[src/rtl/fpba_pkg.sv]
package fpba_pkg;

    typedef enum logic [2:0] {
        ST_OK       = 3'd0,
        ST_NOFIT    = 3'd1,
        ST_NOTFOUND = 3'd2,
        ST_FULL     = 3'd3,
        ST_ZERO     = 3'd4
    } status_t;

    typedef enum logic [1:0] {
        POL_FIRST = 2'd0,
        POL_BEST  = 2'd1,
        POL_WORST = 2'd2
    } policy_t;

    localparam logic CMD_ALLOC = 1'b0;
    localparam logic CMD_FREE  = 1'b1;

    typedef enum logic [2:0] {
        S_IDLE,
        S_SCAN,
        S_DECIDE,
        S_SHIFT,
        S_RESP
    } state_t;

    // shift/control command to every cell of a table; the table gates shift per cell
    typedef struct packed {
        logic clear;     // reinitialize table
        logic shift;     // cell k takes neighbor k+1, last cell goes invalid
        logic rotate;    // scan: cells pass contents toward the head, head wraps
    } cell_ctl_t;

endpackage

[src/rtl/fpba_cell.sv]
module fpba_cell #(
    parameter int ADDR_BITS = 16
) (
    input  logic                  aclk,
    input  fpba_pkg::cell_ctl_t   ctl,
    input  logic                  clr_valid,
    input  logic [ADDR_BITS-1:0]  clr_base,
    input  logic [ADDR_BITS-1:0]  clr_len,
    input  logic                  wr_en,
    input  logic                  wr_valid,
    input  logic [ADDR_BITS-1:0]  wr_base,
    input  logic [ADDR_BITS-1:0]  wr_len,
    input  logic                  nb_valid,
    input  logic [ADDR_BITS-1:0]  nb_base,
    input  logic [ADDR_BITS-1:0]  nb_len,
    output logic                  valid,
    output logic [ADDR_BITS-1:0]  base,
    output logic [ADDR_BITS-1:0]  len
);

    logic                 valid_reg, valid_next;
    logic [ADDR_BITS-1:0] base_reg, base_next;
    logic [ADDR_BITS-1:0] len_reg, len_next;

    always_comb begin
        valid_next = valid_reg;
        base_next  = base_reg;
        len_next   = len_reg;
        priority if (ctl.clear) begin
            valid_next = clr_valid;
            base_next  = clr_base;
            len_next   = clr_len;
        end else if (wr_en) begin
            valid_next = wr_valid;
            base_next  = wr_base;
            len_next   = wr_len;
        end else if (ctl.shift || ctl.rotate) begin
            valid_next = nb_valid;
            base_next  = nb_base;
            len_next   = nb_len;
        end
    end

    always_ff @(posedge aclk) begin
        valid_reg <= valid_next;
        base_reg  <= base_next;
        len_reg   <= len_next;
    end

    assign valid = valid_reg;
    assign base  = base_reg;
    assign len   = len_reg;

endmodule

[src/rtl/fpba_table.sv]
module fpba_table #(
    parameter int ENTRIES   = 16,
    parameter int ADDR_BITS = 16
) (
    input  logic                  aclk,
    input  fpba_pkg::cell_ctl_t   ctl,
    input  logic [ADDR_BITS-1:0]  init_len,
    input  logic                  init_one,
    input  logic [$clog2(ENTRIES)-1:0] shift_from,
    input  logic                  wr_en,
    input  logic [$clog2(ENTRIES)-1:0] wr_idx,
    input  logic                  wr_valid,
    input  logic [ADDR_BITS-1:0]  wr_base,
    input  logic [ADDR_BITS-1:0]  wr_len,
    output logic                  head_valid,
    output logic [ADDR_BITS-1:0]  head_base,
    output logic [ADDR_BITS-1:0]  head_len
);

    localparam int IW = $clog2(ENTRIES);

    logic                 v   [ENTRIES];
    logic [ADDR_BITS-1:0] b   [ENTRIES];
    logic [ADDR_BITS-1:0] l   [ENTRIES];

    for (genvar k = 0; k < ENTRIES; k++) begin : g_cell
        localparam int NK = (k + 1) % ENTRIES;
        fpba_pkg::cell_ctl_t c;
        logic nv;
        always_comb begin
            c        = ctl;
            c.shift  = ctl.shift && (IW'(k) >= shift_from);
            nv       = (ctl.shift && k == ENTRIES - 1) ? 1'b0 : v[NK];
        end
        fpba_cell #(.ADDR_BITS(ADDR_BITS)) u_cell (
            .aclk      (aclk),
            .ctl       (c),
            .clr_valid ((k == 0) ? init_one : 1'b0),
            .clr_base  ('0),
            .clr_len   ((k == 0) ? init_len : '0),
            .wr_en     (wr_en && (wr_idx == IW'(k))),
            .wr_valid  (wr_valid),
            .wr_base   (wr_base),
            .wr_len    (wr_len),
            .nb_valid  (nv),
            .nb_base   (b[NK]),
            .nb_len    (l[NK]),
            .valid     (v[k]),
            .base      (b[k]),
            .len       (l[k])
        );
    end

    assign head_valid = v[0];
    assign head_base  = b[0];
    assign head_len   = l[0];

endmodule

[src/rtl/fit_policy_block_allocator.sv]
// Channel   Dir  Payload
// s_axis    in   tdata: cmd, fit_policy, req_size, block_address
// m_axis    out  tdata: result_address, status
// cfg       in   pool_size write
// The block takes one item at a time, through SCAN, DECIDE, SHIFT and RESP: both
// tables rotate through their head cell together, one entry per cycle over the
// larger table, then the decide, shift and result states follow before idle;
// the result is registered in the shift state and shown in the result state.
// aresetn is synchronous; one clear cycle follows it and every pool_size write.
// A result holds on m_axis until taken; the next item waits for that.
module fit_policy_block_allocator #(
    parameter int FREE_ENTRIES = 16,
    parameter int USED_ENTRIES = 16,
    parameter int ADDR_BITS    = 16
) (
    input  logic        aclk,
    input  logic        aresetn,
    input  logic        s_tvalid,
    output logic        s_tready,
    input  logic [39:0] s_tdata,  // cmd[0], fit_policy[2:1], req_size[18:3], block_address[34:19]
    output logic        m_tvalid,
    input  logic        m_tready,
    output logic [23:0] m_tdata,  // result_address[15:0], status[18:16]
    input  logic        cfg_valid,
    output logic        cfg_ready,
    input  logic [15:0] cfg_data
);

    localparam int FW = $clog2(FREE_ENTRIES);
    localparam int UW = $clog2(USED_ENTRIES);
    localparam int NMAX = (FREE_ENTRIES > USED_ENTRIES) ? FREE_ENTRIES : USED_ENTRIES;
    localparam int CW = $clog2(NMAX + 1);

    fpba_pkg::state_t state_reg, state_next;

    logic                 cmd_reg;
    logic [1:0]           pol_reg;
    logic [ADDR_BITS-1:0] size_reg, addr_reg;
    logic [15:0]          pool_reg;
    logic                 init_pend_reg;

    logic [CW-1:0]        cnt_reg;
    logic [FW:0]          nf_reg;
    logic [UW:0]          nu_reg;
    logic                 found_reg;
    logic [FW-1:0]        fpick_reg;
    logic [ADDR_BITS-1:0] fpick_len_reg, fpick_base_reg;
    logic                 ufound_reg;
    logic [UW-1:0]        upick_reg;
    logic [ADDR_BITS-1:0] upick_len_reg;
    logic [15:0]          res_reg;
    fpba_pkg::status_t    st_reg;

    fpba_pkg::cell_ctl_t  fctl, uctl;
    logic                 fh_v, uh_v;
    logic [ADDR_BITS-1:0] fh_b, fh_l, uh_b, uh_l;
    logic                 fwr, uwr;
    logic [FW-1:0]        fwr_idx, fshift_from;
    logic [UW-1:0]        uwr_idx, ushift_from;
    logic                 fwr_v;
    logic [ADDR_BITS-1:0] fwr_b, fwr_l, uwr_b, uwr_l;
    logic [ADDR_BITS-1:0] init_len;

    logic s_acc, m_acc, c_acc, scanning;

    assign s_acc    = s_tvalid && s_tready;
    assign m_acc    = m_tvalid && m_tready;
    assign c_acc    = cfg_valid && cfg_ready;
    assign s_tready = (state_reg == fpba_pkg::S_IDLE) && !init_pend_reg;
    assign m_tvalid = (state_reg == fpba_pkg::S_RESP);
    assign cfg_ready = 1'b1;
    assign m_tdata  = {5'd0, st_reg, res_reg};
    assign scanning = (state_reg == fpba_pkg::S_SCAN);
    assign init_len = ADDR_BITS'(pool_reg);

    fpba_table #(.ENTRIES(FREE_ENTRIES), .ADDR_BITS(ADDR_BITS)) u_free (
        .aclk(aclk), .ctl(fctl), .init_len(init_len), .init_one(init_len != '0),
        .shift_from(fshift_from), .wr_en(fwr), .wr_idx(fwr_idx), .wr_valid(fwr_v),
        .wr_base(fwr_b), .wr_len(fwr_l),
        .head_valid(fh_v), .head_base(fh_b), .head_len(fh_l));

    fpba_table #(.ENTRIES(USED_ENTRIES), .ADDR_BITS(ADDR_BITS)) u_used (
        .aclk(aclk), .ctl(uctl), .init_len(init_len), .init_one(1'b0),
        .shift_from(ushift_from), .wr_en(uwr), .wr_idx(uwr_idx), .wr_valid(1'b1),
        .wr_base(uwr_b), .wr_len(uwr_l),
        .head_valid(uh_v), .head_base(uh_b), .head_len(uh_l));

    // next state
    always_comb begin
        state_next = state_reg;
        unique case (state_reg)
            fpba_pkg::S_IDLE:   if (s_acc) state_next = fpba_pkg::S_SCAN;
            fpba_pkg::S_SCAN:   if (cnt_reg == CW'(NMAX - 1)) state_next = fpba_pkg::S_DECIDE;
            fpba_pkg::S_DECIDE: state_next = fpba_pkg::S_SHIFT;
            fpba_pkg::S_SHIFT:  state_next = fpba_pkg::S_RESP;
            fpba_pkg::S_RESP:   if (m_acc) state_next = fpba_pkg::S_IDLE;
            default:            state_next = fpba_pkg::S_IDLE;
        endcase
    end

    // status from the final scan counts; it holds until the next item
    fpba_pkg::status_t st_calc;
    always_comb begin
        st_calc = fpba_pkg::ST_OK;
        if (cmd_reg == fpba_pkg::CMD_ALLOC) begin
            priority if (size_reg == '0) st_calc = fpba_pkg::ST_ZERO;
            else if (nu_reg >= (UW+1)'(USED_ENTRIES)) st_calc = fpba_pkg::ST_FULL;
            else if (!found_reg) st_calc = fpba_pkg::ST_NOFIT;
        end else begin
            priority if (!ufound_reg) st_calc = fpba_pkg::ST_NOTFOUND;
            else if (nf_reg >= (FW+1)'(FREE_ENTRIES)) st_calc = fpba_pkg::ST_FULL;
        end
    end

    logic alloc_ok, free_ok;
    assign alloc_ok = (cmd_reg == fpba_pkg::CMD_ALLOC) && (st_calc == fpba_pkg::ST_OK);
    assign free_ok  = (cmd_reg == fpba_pkg::CMD_FREE) && (st_calc == fpba_pkg::ST_OK);

    // table controls
    always_comb begin
        fctl = '0;
        uctl = '0;
        fctl.clear = init_pend_reg;
        uctl.clear = init_pend_reg;
        fctl.rotate = scanning && (cnt_reg < CW'(FREE_ENTRIES));
        uctl.rotate = scanning && (cnt_reg < CW'(USED_ENTRIES));
        fwr = 1'b0; fwr_idx = fpick_reg; fwr_v = 1'b1;
        fwr_b = fpick_base_reg + size_reg; fwr_l = fpick_len_reg - size_reg;
        uwr = 1'b0; uwr_idx = nu_reg[UW-1:0];
        uwr_b = fpick_base_reg; uwr_l = size_reg;
        fshift_from = fpick_reg;
        ushift_from = upick_reg;
        if (state_reg == fpba_pkg::S_DECIDE) begin
            if (alloc_ok) begin
                uwr = 1'b1;
                fwr = (fpick_len_reg != size_reg);
            end else if (free_ok) begin
                fwr     = 1'b1;
                fwr_idx = nf_reg[FW-1:0];
                fwr_b   = addr_reg;
                fwr_l   = upick_len_reg;
            end
        end
        if (state_reg == fpba_pkg::S_SHIFT) begin
            fctl.shift = alloc_ok && (fpick_len_reg == size_reg);
            uctl.shift = free_ok;
        end
    end

    logic [FW-1:0] fidx;
    logic [UW-1:0] uidx;
    logic better;
    assign fidx = cnt_reg[FW-1:0];
    assign uidx = cnt_reg[UW-1:0];

    always_comb begin
        better = 1'b0;
        if (fh_v && fh_l >= size_reg) begin
            if (!found_reg) better = 1'b1;
            else if (pol_reg == fpba_pkg::POL_BEST) better = fh_l < fpick_len_reg;
            else if (pol_reg == fpba_pkg::POL_WORST) better = fh_l > fpick_len_reg;
        end
        if (pol_reg == 2'd3) better = 1'b0;
    end

    always_ff @(posedge aclk) begin
        if (!aresetn) begin
            state_reg     <= fpba_pkg::S_IDLE;
            pool_reg      <= 16'hFFFF;
            init_pend_reg <= 1'b1;
        end else begin
            state_reg     <= state_next;
            init_pend_reg <= c_acc;
            if (c_acc) pool_reg <= cfg_data;
        end
        if (s_acc) begin
            cmd_reg   <= s_tdata[0];
            pol_reg   <= s_tdata[2:1];
            size_reg  <= ADDR_BITS'(s_tdata[18:3]);
            addr_reg  <= ADDR_BITS'(s_tdata[34:19]);
            cnt_reg   <= '0;
            nf_reg    <= '0;
            nu_reg    <= '0;
            found_reg <= 1'b0;
            ufound_reg <= 1'b0;
            fpick_reg <= '0;
            upick_reg <= '0;
        end
        if (scanning) begin
            cnt_reg <= cnt_reg + 1'b1;
            if (cnt_reg < CW'(FREE_ENTRIES)) begin
                if (fh_v) nf_reg <= nf_reg + 1'b1;
                if (better) begin
                    found_reg      <= 1'b1;
                    fpick_reg      <= fidx;
                    fpick_len_reg  <= fh_l;
                    fpick_base_reg <= fh_b;
                end
            end
            if (cnt_reg < CW'(USED_ENTRIES)) begin
                if (uh_v) nu_reg <= nu_reg + 1'b1;
                if (uh_v && !ufound_reg && uh_b == addr_reg) begin
                    ufound_reg    <= 1'b1;
                    upick_reg     <= uidx;
                    upick_len_reg <= uh_l;
                end
            end
        end
    end

    // first-fit keeps the first hit; later hits never pass 'better'
    // because found_reg holds and policy first keeps the pick.
    always_ff @(posedge aclk) begin
        if (state_reg == fpba_pkg::S_SHIFT) begin
            res_reg <= alloc_ok ? 16'(fpick_base_reg) : 16'd0;
        end
    end

    // capture the status for the result
    always_ff @(posedge aclk) begin
        if (state_reg == fpba_pkg::S_DECIDE)
            st_reg <= st_calc;
    end

`ifndef SYNTH
    a_resp_hold: assert property (@(posedge aclk) disable iff (!aresetn)
        m_tvalid && !m_tready |=> m_tvalid && $stable(m_tdata))
        else $error("result changed while stalled");
    a_no_accept_busy: assert property (@(posedge aclk) disable iff (!aresetn)
        m_tvalid |-> !s_tready)
        else $error("item accepted while result pending");
    a_zero_status: assert property (@(posedge aclk) disable iff (!aresetn)
        m_tvalid && st_reg != fpba_pkg::ST_OK |-> res_reg == 16'd0)
        else $error("failure returned nonzero address");
`endif

endmodule
[config.mk]
export PLATFORM = sky130hd
export DESIGN_NAME = fit_policy_block_allocator
export DESIGN_NICKNAME = d
export VERILOG_FILES = /design/src/rtl/fpba_pkg.sv /design/src/rtl/fpba_cell.sv /design/src/rtl/fpba_table.sv /design/src/rtl/fit_policy_block_allocator.sv
export SDC_FILE = /design/constraint.sdc
export NUM_CORES = 2
export LEC_CHECK = 0
export BUFFER_PORTS_ARGS = -buffer_cell sky130_fd_sc_hd__buf_2
export CORE_ASPECT_RATIO = 1.5
export CORE_UTILIZATION = 55
export CTS_BUF_LIST = sky130_fd_sc_hd__clkbuf_8
export CTS_CLUSTER_SIZE = 30
export DETAILED_ROUTE_END_ITERATION = 8
export PLACE_DENSITY = 0.71
export SYNTH_ARGS = -nofsm -noshare
export SYNTH_HDL_FRONTEND = slang
export SYNTH_SLANG_ARGS = --single-unit
[constraint.sdc]
create_clock -name aclk -period 6.41 [get_ports aclk]
set_clock_uncertainty 0.1 [all_clocks]
set_input_delay 0.3205 -clock aclk [delete_from_list [all_inputs] [get_ports aclk]]
set_output_delay 0.3205 -clock aclk [all_outputs]
set_load 0.005 [all_outputs]
==> metrics.log <==
[metrics] number of antenna violations at the first check in global routing: 7
[metrics] startpoint type of the worst setup path: flop
[metrics] initial standard-cell utilization of the core: 55.7%
[metrics] static leakage: 21.2 nW
[metrics] largest fanout on the critical path: 20
[metrics] clock tree from TritonCTS: done
[metrics] via total after detailed routing: between 40000 and 50000
[metrics] Area growth syn-to-layout: 10.4%
[metrics] H-tree depth reported by CTS: 4
[metrics] number of warnings issued by yosys: 0
[metrics] floorplan die width: between 200 and 300 µm
[metrics] Synth cell types: 84
[metrics] filler instances: approximately 8300
[metrics] status: finished clean
[metrics] port bufs: 76
[metrics] clock sink count: 1203
[metrics] DRC violation count after routing: 0
[metrics] Top Ports: 88
[metrics] vias per cell: 6.25
[metrics] number of buffers added by the clock tree synthesis step: 176
[metrics] Final setup viols: 0
[metrics] Final Util: 61.5%
[metrics] total detailed-routing wirelength: 170 mm
[metrics] actual slew at the worst max-slew pin: 1320 ps
[metrics] commonest non-fill, non-tap cells in the layout: sky130_fd_sc_hd__dfxtp_1, sky130_fd_sc_hd__nor2_1, sky130_fd_sc_hd__a211oi_1
[metrics] max-capacitance violation count: 0
[metrics] Clock Pin Slew Worst Setup and Hold Paths: about 70 ps
[metrics] worst voltage drop across the vdd grid: 0.176 mV
[metrics] synthesized flop and latch total: between 1000 and 1500
[metrics] Clk Latency, worst-skew pair: 890 ps
[metrics] share of total power consumed by net switching: 25.0%
[metrics] number of failing hold endpoints at the final stage: 0
[metrics] Die H: 387 µm
[metrics] post-route antenna net violation count: 0
[metrics] Fmax achieved: approximately 190 MHz
[metrics] Worst Setup Slack post-DPL: 1370 ps
[metrics] share of flip-flops with an asynchronous set or reset after synthesis: 0%
[metrics] detail-routed net length per standard cell: 23.9 µm
[metrics] number of nets in the layout: 5822
[metrics] Std-Cell Core Area: 97400 µm²
[metrics] via count of the first global-routing pass: roughly 43000
[metrics] pin count of the biggest net entering global routing: 190
[metrics] First DRT Iteration DRCs: 3975
[metrics] shortest period the worst path allows: about 5300 ps
[metrics] area of the die: 99900 µm²
[metrics] placed wire-length estimate after detailed placement: 111 mm
[metrics] combinational cell fraction of total power: 5.8%
[metrics] post-synthesis area per instance: between 9 and 10 µm²
[metrics] Total Negative Setup Slacks: 0 ps
[metrics] required time at the endpoint of the critical path: a little over 7000 ps
[metrics] power per cell area: 252 nW/µm²
[metrics] maximum buffer depth of the clock tree: 3
[metrics] nature of the critical path endpoint: flop
[metrics] Relative slew margins: a little under an eighth
[metrics] max-slew violations: 0
[metrics] drt first pass iters: 5
[metrics] dominant synthesized flop cell: sky130_fd_sc_hd__dfxtp_1
[metrics] number of setup buffers added after CTS: 0
[metrics] Gate Count Post-Synth: 5775
[metrics] RD Place Congestion: 1.02
[metrics] RSZ-0062 raised after global routing: false
[metrics] final worst-path setup slack: 1130 ps
[metrics] gr usage total: between 30% and 40%
[metrics] share of final-layout standard cells stronger than drive strength 1: 11.8%
[metrics] Arrival @ worst endpoint: 5960 ps
[metrics] relative contribution of sequential cells to total power: 51.6%
[metrics] number of enable-type register cells in the synthesized netlist: 140
[metrics] worst min-delay path category: in -> reg
[metrics] internal cell power: 0.0113 W
[metrics] most common library cell in the layout ignoring fill and taps: sky130_fd_sc_hd__dfxtp_1
[metrics] final worst-path cycle share: 82.4%
[metrics] sequential area share after synthesis: between 40 and 50%
[metrics] total grt overflow: 0
[metrics] placement row count: 140
[metrics] netlist area before placement: 54200 µm²
[metrics] critical setup path kind: reg -> reg
[metrics] portion of total power attributed to the clock network: 42.6%
[metrics] clock tree root buffer cell: sky130_fd_sc_hd__clkbuf_8
[metrics] wire length of the first global-routing pass: 259 mm
[metrics] Net Switching: 0.00376 W
per-layer routing:
metal	routed length [µm]	part of all wire, %	track usage (%)
met2	80900	47	55.1
met1	65000	38	39.0
met5	46	0.027	0
met3	11400	6.7	6.26
met4	13100	7.7	24.6
path summary, 6_finish.rpt:
kind                                    startpoint                          endpoint  slack (ps)  depth (start not counted)
hold / removal                          s_tdata[2]                        pol_reg[1]          70                          2
hold reg to reg   u_used.g_cell[11].u_cell.len[10]  u_used.g_cell[11].u_cell.len[10]         350                          2
setup reg to reg                      size_reg[12]  u_free.g_cell[15].u_cell.base[5]        1130                          9
setup / recovery                      size_reg[12]  u_free.g_cell[15].u_cell.base[5]        1130                          9
critical path: stages, from the launching register on:
cell and delay, ps:
sky130_fd_sc_hd__edfxtp_1 850, sky130_fd_sc_hd__buf_4 370, sky130_fd_sc_hd__nor4_1 270, sky130_fd_sc_hd__nand4_1 540, sky130_fd_sc_hd__and3_1 660, sky130_fd_sc_hd__a31oi_1 680, sky130_fd_sc_hd__or2_2 570, sky130_fd_sc_hd__nand2_1 430
sky130_fd_sc_hd__buf_4 350, sky130_fd_sc_hd__o221a_2 290
synth_stat cells, types with 11 or more instances:
| library cell | count | area, µm² |
|---|---|---|
| sky130_fd_sc_hd__xnor2_1 | 11 | 96.3 |
| sky130_fd_sc_hd__a31oi_1 | 15 | 93.8 |
| sky130_fd_sc_hd__nor3_1 | 35 | 175 |
| sky130_fd_sc_hd__a211oi_1 | 709 | 5320 |
| sky130_fd_sc_hd__nor4_1 | 16 | 100 |
| sky130_fd_sc_hd__a311oi_1 | 67 | 587 |
| sky130_fd_sc_hd__dfxtp_1 | 1063 | 21300 |
| sky130_fd_sc_hd__buf_4 | 29 | 218 |
| sky130_fd_sc_hd__a22oi_1 | 148 | 1110 |
| sky130_fd_sc_hd__a21o_1 | 19 | 143 |
| sky130_fd_sc_hd__a21oi_1 | 256 | 1280 |
| sky130_fd_sc_hd__nand2b_1 | 19 | 119 |
| sky130_fd_sc_hd__nor2_1 | 887 | 3330 |
| sky130_fd_sc_hd__o21ai_0 | 124 | 621 |
| sky130_fd_sc_hd__inv_1 | 61 | 229 |
| sky130_fd_sc_hd__and2_1 | 12 | 75.1 |
| sky130_fd_sc_hd__clkbuf_1 | 379 | 1420 |
| sky130_fd_sc_hd__nor2b_1 | 52 | 325 |
| sky130_fd_sc_hd__o21a_1 | 17 | 128 |
| sky130_fd_sc_hd__o221ai_1 | 40 | 350 |
| sky130_fd_sc_hd__edfxtp_1 | 140 | 4200 |
| sky130_fd_sc_hd__nand2_1 | 372 | 1400 |
| sky130_fd_sc_hd__nand4_1 | 11 | 68.8 |
| sky130_fd_sc_hd__and3_1 | 38 | 238 |
| sky130_fd_sc_hd__mux2_2 | 116 | 1310 |
| sky130_fd_sc_hd__o21ai_1 | 15 | 75.1 |
| sky130_fd_sc_hd__mux2i_1 | 617 | 6180 |
| sky130_fd_sc_hd__ha_1 | 69 | 863 |
| sky130_fd_sc_hd__o22ai_1 | 16 | 100 |
| sky130_fd_sc_hd__xor2_1 | 23 | 201 |
| sky130_fd_sc_hd__buf_6 | 13 | 146 |
| sky130_fd_sc_hd__buf_1 | 39 | 146 |
| sky130_fd_sc_hd__or3_1 | 12 | 75.1 |
| sky130_fd_sc_hd__nand3_1 | 74 | 370 |
| sky130_fd_sc_hd__buf_2 | 123 | 616 |
layout make-up:
| cell class | instances | area, µm² | share of cell area, % |
|---|---|---|---|
| Multi-Input combinational cell | 3929 | 26400 | 44.0 |
| Timing Repair Buffer | 316 | 2470 | 4.13 |
| Clock inverter | 98 | 549 | 0.918 |
| Sequential cell | 1203 | 25500 | 42.6 |
| Clock buffer | 228 | 3140 | 5.24 |
| Inverter | 64 | 241 | 0.403 |
| Tap cell | 1278 | 1600 | 2.67 |
| Antenna cell | 3 | 7.51 | 0.0125 |
cell families after synthesis:
family | synth area share [%]
and+or+nand+nor | 12.4
AOI/OAI and AO/OA | 19.2
DFF | 47.0
muxes | 14.0
buffers and inverters | 5.15
adders and majority gates | 1.67
xor gates and xnor gates | 0.549
other | 0.0138
metrics by stage:
| step | hold WS (ps) | power (W) | area, µm² | instances |
|---|---|---|---|---|
| 6_report | 74.4 | 0.0151 | 59900 | 7119 |
| 5_1_grt | 37.3 | 0.0155 | 59900 | 7117 |
| 4_1_cts | 2.40 | 0.0151 | 59900 | 7116 |
| 3_5_place_dp | 346 | 0.00873 | 55100 | 6679 |
| 3_3_place_gp | 334 | 0.00872 | 55100 | 6679 |
| 2_1_floorplan | 319 | 0.00841 | 54200 | 5779 |
timing repair:
action	CTS	global route
gates resized for setup	0	0
hold buffers	111	0
hold endpoints to repair	55	0
power groups by stage:
stage                     registers, W  clock network [W]  logic [W]
after CTS                      0.00778            0.00649   0.000843
after floorplan                0.00788                  0   0.000530
after detailed placement       0.00795                  0   0.000785
final                          0.00779            0.00642   0.000868
after global routing           0.00778            0.00683   0.000914
after global placement         0.00794                  0   0.000778
No activity file was read; power rests on OpenSTA's default activity.
